`config.mk`:
```
export PLATFORM = sky130hd
export DESIGN_NAME = seeded_xorshift_star_byte_generator_top
export DESIGN_NICKNAME = d
export VERILOG_FILES = /design/src/rtl/core/sxsg_pkg.sv /design/src/rtl/core/seeded_xorshift_star_byte_generator_top.sv /design/src/rtl/core/sxsg_ctrl.sv /design/src/rtl/core/sxsg_dp.sv
export VERILOG_INCLUDE_DIRS = /design/src /design/src/rtl/core
export SDC_FILE = /design/constraint.sdc
export NUM_CORES = 2
export LEC_CHECK = 0
export BUFFER_PORTS_ARGS = -buffer_cell sky130_fd_sc_hd__buf_4
export CAP_MARGIN = 20
export CORE_MARGIN = 10
export CORE_UTILIZATION = 41
export CTS_CLUSTER_DIAMETER = 150
export CTS_CLUSTER_SIZE = 16
export DETAILED_ROUTE_END_ITERATION = 6
export PLACE_DENSITY = 0.65
export SLEW_MARGIN = 20
export SYNTH_ARGS = -nofsm -noshare
export SYNTH_HDL_FRONTEND = slang
export SYNTH_SLANG_ARGS = --single-unit
```
`constraint.sdc`:
```
create_clock -name clk -period 9.1 [get_ports clk]
set_clock_uncertainty 0.1 [all_clocks]
set_input_delay 0.91 -clock clk [delete_from_list [all_inputs] [get_ports clk]]
set_output_delay 0.91 -clock clk [all_outputs]
set_load 0.02 [all_outputs]
```
`src/rtl/core/assert_macros.svh`:
```
// ----------------------------------------------------------------------------
// assert_macros.svh
// Concurrent assertion shorthands used by the RTL.
// ----------------------------------------------------------------------------
`ifndef ASSERT_MACROS_SVH
`define ASSERT_MACROS_SVH

// same-cycle implication
`define ASSERT_IMPL(label, clk, rst_n, ante, cons) \
	label: assert property (@(posedge clk) disable iff (!rst_n) (ante) |-> (cons)) \
		else $error("assertion failed");

// next-cycle implication
`define ASSERT_NEXT(label, clk, rst_n, ante, cons) \
	label: assert property (@(posedge clk) disable iff (!rst_n) (ante) |=> (cons)) \
		else $error("assertion failed");

`endif

```
`src/rtl/core/sxsg_pkg.sv`:
```
// ----------------------------------------------------------------------------
// sxsg_pkg
// Types, constants and helpers for the xorshift64* byte generator.
// ----------------------------------------------------------------------------
`timescale 1ns / 1ps

package sxsg_pkg;

	localparam int COUNT_W = 7;
	localparam int WORD_W  = 64;
	localparam int HALF_W  = 32;
	localparam int BYTE_W  = 8;

	localparam logic [COUNT_W-1:0] MAX_REQUEST_BYTES = 7'd64;

	localparam logic [WORD_W-1:0] GOLDEN_SEED = 64'h9e3779b97f4a7c15;
	localparam logic [WORD_W-1:0] STAR_MULT   = 64'd2685821657736338717;

	localparam int SHIFT_A = 12;
	localparam int SHIFT_B = 25;
	localparam int SHIFT_C = 27;

	typedef enum logic [2:0] {
		ST_IDLE,
		ST_LOAD,
		ST_MIX,
		ST_MUL,
		ST_SUM,
		ST_EMIT
	} sxsg_state_t;

	typedef struct packed {
		logic accept;
		logic load_seed;
		logic mix;
		logic mul;
		logic sum;
		logic pos_inc;
	} sxsg_cmd_t;

	typedef struct packed {
		logic count_zero;
		logic lane_last;
		logic last_byte;
	} sxsg_status_t;

	function automatic logic [WORD_W-1:0] xs_shift(input logic [WORD_W-1:0] v);
		logic [WORD_W-1:0] t;
		t = v ^ (v >> SHIFT_A);
		t = t ^ (t << SHIFT_B);
		t = t ^ (t >> SHIFT_C);
		return t;
	endfunction

endpackage

```
`src/rtl/core/seeded_xorshift_star_byte_generator_top.sv`:
```
// ----------------------------------------------------------------------------
// seeded_xorshift_star_byte_generator_top
// Seeded xorshift64* random byte generator with a streaming request input
// and a streaming byte output.
// ----------------------------------------------------------------------------
// Usage:
//  - Slave channel: one transaction carries a byte count (0..127, saturated
//    to 64). The channel is ready only while no request is in progress.
//  - Master channel: one transaction per generated byte, LSB of each state
//    word first; tlast marks the final byte of the request. A zero count
//    produces no output transaction.
//  - seed_value is written when seed_value_we is high; write only while idle.
//    A zero seed selects the golden constant.
//  - Each 8-byte word passes the mix (xorshift, split multiply,
//    partial-product sum) before its first byte, then one byte per cycle
//    while the master channel is ready.
//  - Reset clears the seed and the generator state; the first request after
//    reset loads the state from the seed.
//  - A stalled master channel holds the current byte and tlast; the block
//    waits and loses nothing.
// ----------------------------------------------------------------------------
`timescale 1ns / 1ps
`include "assert_macros.svh"

module seeded_xorshift_star_byte_generator_top (
	input  logic                       clk,
	input  logic                       arst_n,
	input  logic                       seed_value_we,
	input  logic [sxsg_pkg::WORD_W-1:0] seed_value,
	input  logic                       s_tvalid,
	output logic                       s_tready,
	input  logic [7:0]                 s_tdata,   // [6:0] byte_count, [7] zero
	output logic                       m_tvalid,
	input  logic                       m_tready,
	output logic [7:0]                 m_tdata,   // [7:0] random_byte
	output logic                       m_tlast    // last_byte
);
	import sxsg_pkg::*;

	sxsg_cmd_t    cmd;
	sxsg_status_t status;

	sxsg_ctrl u_ctrl (
		.clk      (clk),
		.arst_n   (arst_n),
		.s_tvalid (s_tvalid),
		.s_tready (s_tready),
		.m_tvalid (m_tvalid),
		.m_tready (m_tready),
		.status   (status),
		.cmd      (cmd)
	);

	sxsg_dp u_dp (
		.clk           (clk),
		.arst_n        (arst_n),
		.seed_value_we (seed_value_we),
		.seed_value    (seed_value),
		.byte_count    (s_tdata[COUNT_W-1:0]),
		.cmd           (cmd),
		.status        (status),
		.random_byte   (m_tdata)
	);

	assign m_tlast = status.last_byte;

	`ASSERT_IMPL(a_no_overlap, clk, arst_n, m_tvalid, !s_tready)
	`ASSERT_NEXT(a_last_to_idle, clk, arst_n, m_tvalid && m_tready && m_tlast, s_tready)
	`ASSERT_NEXT(a_word_emits, clk, arst_n, cmd.sum, m_tvalid)

endmodule

```
`src/rtl/core/sxsg_ctrl.sv`:
```
// ----------------------------------------------------------------------------
// sxsg_ctrl
// Sequencer: request intake, seed load, three-step mix, byte emission.
// ----------------------------------------------------------------------------
`timescale 1ns / 1ps

module sxsg_ctrl (
	input  logic                  clk,
	input  logic                  arst_n,
	input  logic                  s_tvalid,
	output logic                  s_tready,
	output logic                  m_tvalid,
	input  logic                  m_tready,
	input  sxsg_pkg::sxsg_status_t status,
	output sxsg_pkg::sxsg_cmd_t    cmd
);
	import sxsg_pkg::*;

	sxsg_state_t state_q;
	sxsg_state_t state_d;

	always_ff @(posedge clk or negedge arst_n) begin
		if (!arst_n) begin
			state_q <= ST_IDLE;
		end else begin
			state_q <= state_d;
		end
	end

	always_comb begin
		state_d = state_q;
		case (state_q)
			ST_IDLE: begin
				if (s_tvalid) state_d = ST_LOAD;
			end
			ST_LOAD: begin
				state_d = status.count_zero ? ST_IDLE : ST_MIX;
			end
			ST_MIX:  state_d = ST_MUL;
			ST_MUL:  state_d = ST_SUM;
			ST_SUM:  state_d = ST_EMIT;
			ST_EMIT: begin
				if (m_tready) begin
					if (status.last_byte) begin
						state_d = ST_IDLE;
					end else if (status.lane_last) begin
						state_d = ST_MIX;
					end
				end
			end
			default: state_d = ST_IDLE;
		endcase
	end

	always_comb begin
		s_tready      = 1'b0;
		m_tvalid      = 1'b0;
		cmd           = '0;
		case (state_q)
			ST_IDLE: begin
				s_tready   = 1'b1;
				cmd.accept = s_tvalid;
			end
			ST_LOAD: cmd.load_seed = 1'b1;
			ST_MIX:  cmd.mix = 1'b1;
			ST_MUL:  cmd.mul = 1'b1;
			ST_SUM:  cmd.sum = 1'b1;
			ST_EMIT: begin
				m_tvalid    = 1'b1;
				cmd.pos_inc = m_tready;
			end
			default: ;
		endcase
	end

endmodule

```
`src/rtl/core/sxsg_dp.sv`:
```
// ----------------------------------------------------------------------------
// sxsg_dp
// Datapath: seed register, generator state, xorshift, split 64-bit multiply,
// byte counter and output byte select.
// ----------------------------------------------------------------------------
`timescale 1ns / 1ps

module sxsg_dp (
	input  logic                       clk,
	input  logic                       arst_n,
	input  logic                       seed_value_we,
	input  logic [sxsg_pkg::WORD_W-1:0] seed_value,
	input  logic [sxsg_pkg::COUNT_W-1:0] byte_count,
	input  sxsg_pkg::sxsg_cmd_t         cmd,
	output sxsg_pkg::sxsg_status_t      status,
	output logic [sxsg_pkg::BYTE_W-1:0]  random_byte
);
	import sxsg_pkg::*;

	logic [WORD_W-1:0]  seed_q;
	logic [WORD_W-1:0]  mix_q;
	logic [COUNT_W-1:0] count_q;
	logic [COUNT_W-1:0] pos_q;
	logic [WORD_W-1:0]  eff_seed;
	logic [WORD_W-1:0]  v_s1;
	logic [WORD_W-1:0]  p_ll_s2;
	logic [HALF_W-1:0]  p_lh_s2;
	logic [HALF_W-1:0]  p_hl_s2;
	logic [WORD_W-1:0]  prod_ll;
	logic [HALF_W-1:0]  prod_lh;
	logic [HALF_W-1:0]  prod_hl;
	logic [COUNT_W-1:0] pos_next;

	assign eff_seed = (seed_q == '0) ? GOLDEN_SEED : seed_q;
	assign pos_next = pos_q + COUNT_W'(1);

	assign prod_ll = v_s1[HALF_W-1:0] * STAR_MULT[HALF_W-1:0];
	assign prod_lh = HALF_W'(v_s1[HALF_W-1:0] * STAR_MULT[WORD_W-1:HALF_W]);
	assign prod_hl = HALF_W'(v_s1[WORD_W-1:HALF_W] * STAR_MULT[HALF_W-1:0]);

	always_ff @(posedge clk or negedge arst_n) begin
		if (!arst_n) begin
			seed_q  <= '0;
			mix_q   <= '0;
			count_q <= '0;
			pos_q   <= '0;
		end else begin
			if (seed_value_we) seed_q <= seed_value;
			if (cmd.accept) begin
				count_q <= (byte_count > MAX_REQUEST_BYTES) ? MAX_REQUEST_BYTES : byte_count;
				pos_q   <= '0;
			end else if (cmd.pos_inc) begin
				pos_q <= pos_next;
			end
			if (cmd.load_seed && (mix_q == '0)) begin
				mix_q <= eff_seed;
			end else if (cmd.sum) begin
				mix_q <= p_ll_s2 + {p_lh_s2 + p_hl_s2, {HALF_W{1'b0}}};
			end
		end
	end

	always_ff @(posedge clk) begin
		if (cmd.mix) begin
			v_s1 <= xs_shift(mix_q ^ eff_seed ^ WORD_W'(pos_q));
		end
		if (cmd.mul) begin
			p_ll_s2 <= prod_ll;
			p_lh_s2 <= prod_lh;
			p_hl_s2 <= prod_hl;
		end
	end

	assign status.count_zero = (count_q == '0);
	assign status.lane_last  = (pos_q[2:0] == 3'd7);
	assign status.last_byte  = (pos_next == count_q);
	assign random_byte       = mix_q[{pos_q[2:0], 3'b000} +: BYTE_W];

endmodule

```
==> summary.md <==
| Metric | Value |
|---|---|
| Port bufs | `86` |
| Post-synth cell types | `88` |
| Synthesized flop and latch total | `334` |
| Slew HR | `29.6%` |
| Initial antenna violation count | `3` |
| Std cell rows | `129` |
| Worst-path maximum fanout | `11` |
| Clk sinks | `334` |
| Worst path max stage delay | `between 0.6 and 0.7 ns` |
| CP most frequent cell | `fa_1` |
| CTS tree | `built` |
| Tightest Pin Transition | `~1.1 ns` |
| Min-Delay Path Class | `in2async` |
| Routed vias | `34930` |
| Worst-Skew Late Latency | `a little under 0.6 ns` |
| RSZ-0062 raised after global routing | `no` |
| Synth area leader | `fa_1` |
| FMAX | `119 MHz` |
| I/O pin cnt | `88` |
| RR Startpoint | `u_dp.v_s1[19]` |
| Seq/Total Area, Yosys | `a little under a fifth` |
| EDFF count, synth | `189` |
| TritonCTS Buffers | `24` |
| Synth top area cells | `fa_1, ha_1, edfxtp_1` |
| Tot GR Track Use | `22.5%` |
| Number of global-route vias before repair | `roughly 37000` |
| Die Height | `374 microns` |
| Setup CP Type | `reg2reg` |
| Core Area | `0.124 sq mm` |
| Die ar. | `0.140 sq mm` |
| Share of layout cells above drive strength 1 | `5.92%` |
| Initial DRC count | `around 2800` |
| DR pass1 iterations | `5` |
| Die width | `about 370 microns` |
| Asr flop ratio synth | `43.4%` |
| WHS | `0.298 ns` |
| Setup TNS | `0 ns` |
| Synth Cell Area | `0.0514 sq mm` |
| Layout Nets | `6616` |
| Endpoints failing hold | `0` |
| Final ANT Viol Nets | `0` |
| Setup Viol. Count Final | `0` |
| R2R cell count | `26` |
| Status | `complete, no violations` |
| Post-CTS Hold Buffers | `0` |
| Post-synth top area share | `approximately a third` |
| Slowest CP cell | `fa_1` |
| Post-route clock period utilization | `92.2%` |
| Largest net degree at the start of global routing | `86` |
| Clock Path Buffers | `3` |
| GRT overflow | `0` |
| Multi-input gate area | `0.0373 sq mm` |
| WL/cell | `between 20 and 25 microns` |
| Fill cells | `approximately 12000` |
| Critical path arrival | `8.60 ns` |
| Final core occ | `between 40% and 50%` |
| Critical Path RT | `9.31 ns` |
| Reg clk slew, reported paths | `0.09 ns` |
| Post-cts resize count | `0` |
| N_diodes | `0` |
| Crit start category | `flip-flop` |
| Area Growth Syn to Fin | `7.11%` |
| Initial core utilization | `41.4%` |
| Global-route wire length before repair | `238 mm` |
| Vias per cell | `5.28` |
| Drt total wl | `~160 mm` |
| Post-DP HPWL | `approximately 140 mm` |
| Worst setup EP type | `flip-flop` |
| Leading register cell type out of synthesis | `edfxtp_1` |
| CTS H-tree lvls | `1` |
| Crit path time final | `8.39 ns` |
| Syn avg cell area | `about 11 sq um` |
| Mapped Cells | `4848` |
| Final Max Tran Viols | `0` |
| Worst Setup SP | `u_dp.v_s1[19]` |
| # DRC | `0` |
| Post-CTS setup buffers | `0` |
| Placer congestion estimate | `0.996` |
| CTS root buf | `clkbuf_16` |
| Syn nets | `6497` |
| Reg area | `approximately 0.0093 sq mm` |
| Maximum capacitance violations | `0` |
| Yosys warning count | `0` |
[metal layers]
metal | global-route usage (%) | part of all wire, % | vias to the layer above
li1 | - | - | 15728
met1 | 30.6 | 43 | 17891
met2 | 36.1 | 46 | 1069
met3 | 4.32 | 7.4 | 238
met4 | 6.95 | 3.8 | 4
met5 | 0 | 0.013 | -
[placed cells by master (no fill, tap or decap), types with 12 or more instances in the layout]
| cell type | netlist | routed |
|---|---|---|
| mux2_2 | 73 | 73 |
| xor2_1 | 116 | 116 |
| nand4_1 | 30 | 30 |
| o21bai_1 | 35 | 35 |
| o22ai_1 | 12 | 12 |
| a21oi_1 | 155 | 155 |
| nor3_1 | 41 | 41 |
| nand2b_1 | 19 | 19 |
| nand2_1 | 164 | 163 |
| xnor2_1 | 346 | 346 |
| clkbuf_1 | 45 | 15 |
| mux4_2 | 16 | 16 |
| dfrtp_1 | 145 | 145 |
| a31oi_1 | 19 | 19 |
| nor2b_1 | 16 | 16 |
| buf_4 | 0 | 144 |
| nor2_1 | 152 | 151 |
| edfxtp_1 | 189 | 189 |
| a21o_1 | 71 | 71 |
| o21ai_0 | 79 | 79 |
| and3_1 | 18 | 18 |
| nor4_1 | 49 | 49 |
| o211ai_1 | 12 | 12 |
| inv_1 | 1237 | 1237 |
| o21ai_1 | 24 | 24 |
| clkbuf_16 | 0 | 25 |
| ha_1 | 766 | 766 |
| o21a_1 | 15 | 15 |
| fa_1 | 806 | 806 |
| nand3_1 | 48 | 48 |
[metrics by stage]
stage                     area, sq um  std cells  setup slack (ns)
after floorplan                 51400       4848              1.83
after global placement          54300       6578             0.902
after detailed placement        54300       6578             0.840
after CTS                       55000       6619             0.792
after global routing            55000       6619             0.403
final                           55000       6619             0.711
[flip-flops by register name, indices dropped and copies added (netlist names)]
| register | flops |
|---|---|
| u_dp.mix_q | 64 |
| u_dp.seed_q | 64 |
| u_dp.v_s1 | 64 |
| u_dp.p_ll_s2 | 61 |
| u_dp.p_hl_s2 | 32 |
| u_dp.p_lh_s2 | 32 |
| u_dp.count_q | 7 |
| u_dp.pos_q | 7 |
| u_ctrl.state_q | 3 |
[worst paths after layout]
check,to,slack [ns]
max in group asynchronous,u_dp.seed_q[48],7.30
min in group clk,u_dp.mix_q[5],0.37
setup reg to reg,u_dp.p_ll_s2[55],0.71
hold / removal,u_dp.seed_q[22],0.30
setup / recovery,u_dp.p_ll_s2[55],0.71
hold reg to reg,u_dp.mix_q[5],0.37
[synth_stat cells (all sizes together) (4+ instances only)]
cell     instances
mux4            16
a211o            6
o21bai          35
mux2            73
a21oi          158
edfxtp         189
o31ai           11
nor4            50
a21boi           4
xnor2          346
nand2          164
a2111oi          4
a221o           12
a31o             7
and4             7
nor2b           16
a311oi           5
nor2           152
o21ai          105
and2            10
nor3            42
dfrtp          145
a211oi          15
clkbuf          45
xor2           116
o21a            15
o22ai           12
nand4           30
and3            18
nand3           48
a21o            71
o211ai          14
fa             806
inv           1237
ha             766
buf              7
nand2b          19
a31oi           21
[worst max-delay path: cells and delay by family, from the launching register on]
family / cells / cell delay [ns]
AO/OA/AOI/OAI: 9 / 1.97
XOR/XNOR: 1 / 0.13
adder cells (fa/ha/maj): 9 / 4.51
buffers and inverters: 7 / 1.03
flip-flops: 1 / 0.33
[cell type report]
| cell class | count | area share (%) |
|---|---|---|
| Timing Repair Buffer | 145 | 1.98 |
| Clock buffer | 41 | 1.26 |
| Sequential cell | 334 | 16.9 |
| Inverter | 1237 | 8.44 |
| Multi-Input combinational cell | 3225 | 67.7 |
| Tap cell | 1637 | 3.72 |
[cells by family after synthesis]
| group | Yosys count | synth area share, % |
|---|---|---|
| buf+inv | 1289 | 9.42 |
| flops | 334 | 18.1 |
| compound gates | 532 | 6.93 |
| mux | 90 | 2.32 |
| xor+xnor | 463 | 7.92 |
| simple gates | 568 | 5.26 |
| fa+ha+maj | 1572 | 50.0 |
Power is not shown: default switching activity piles up to over one toggle a cycle in this logic, so the estimate is an artifact.
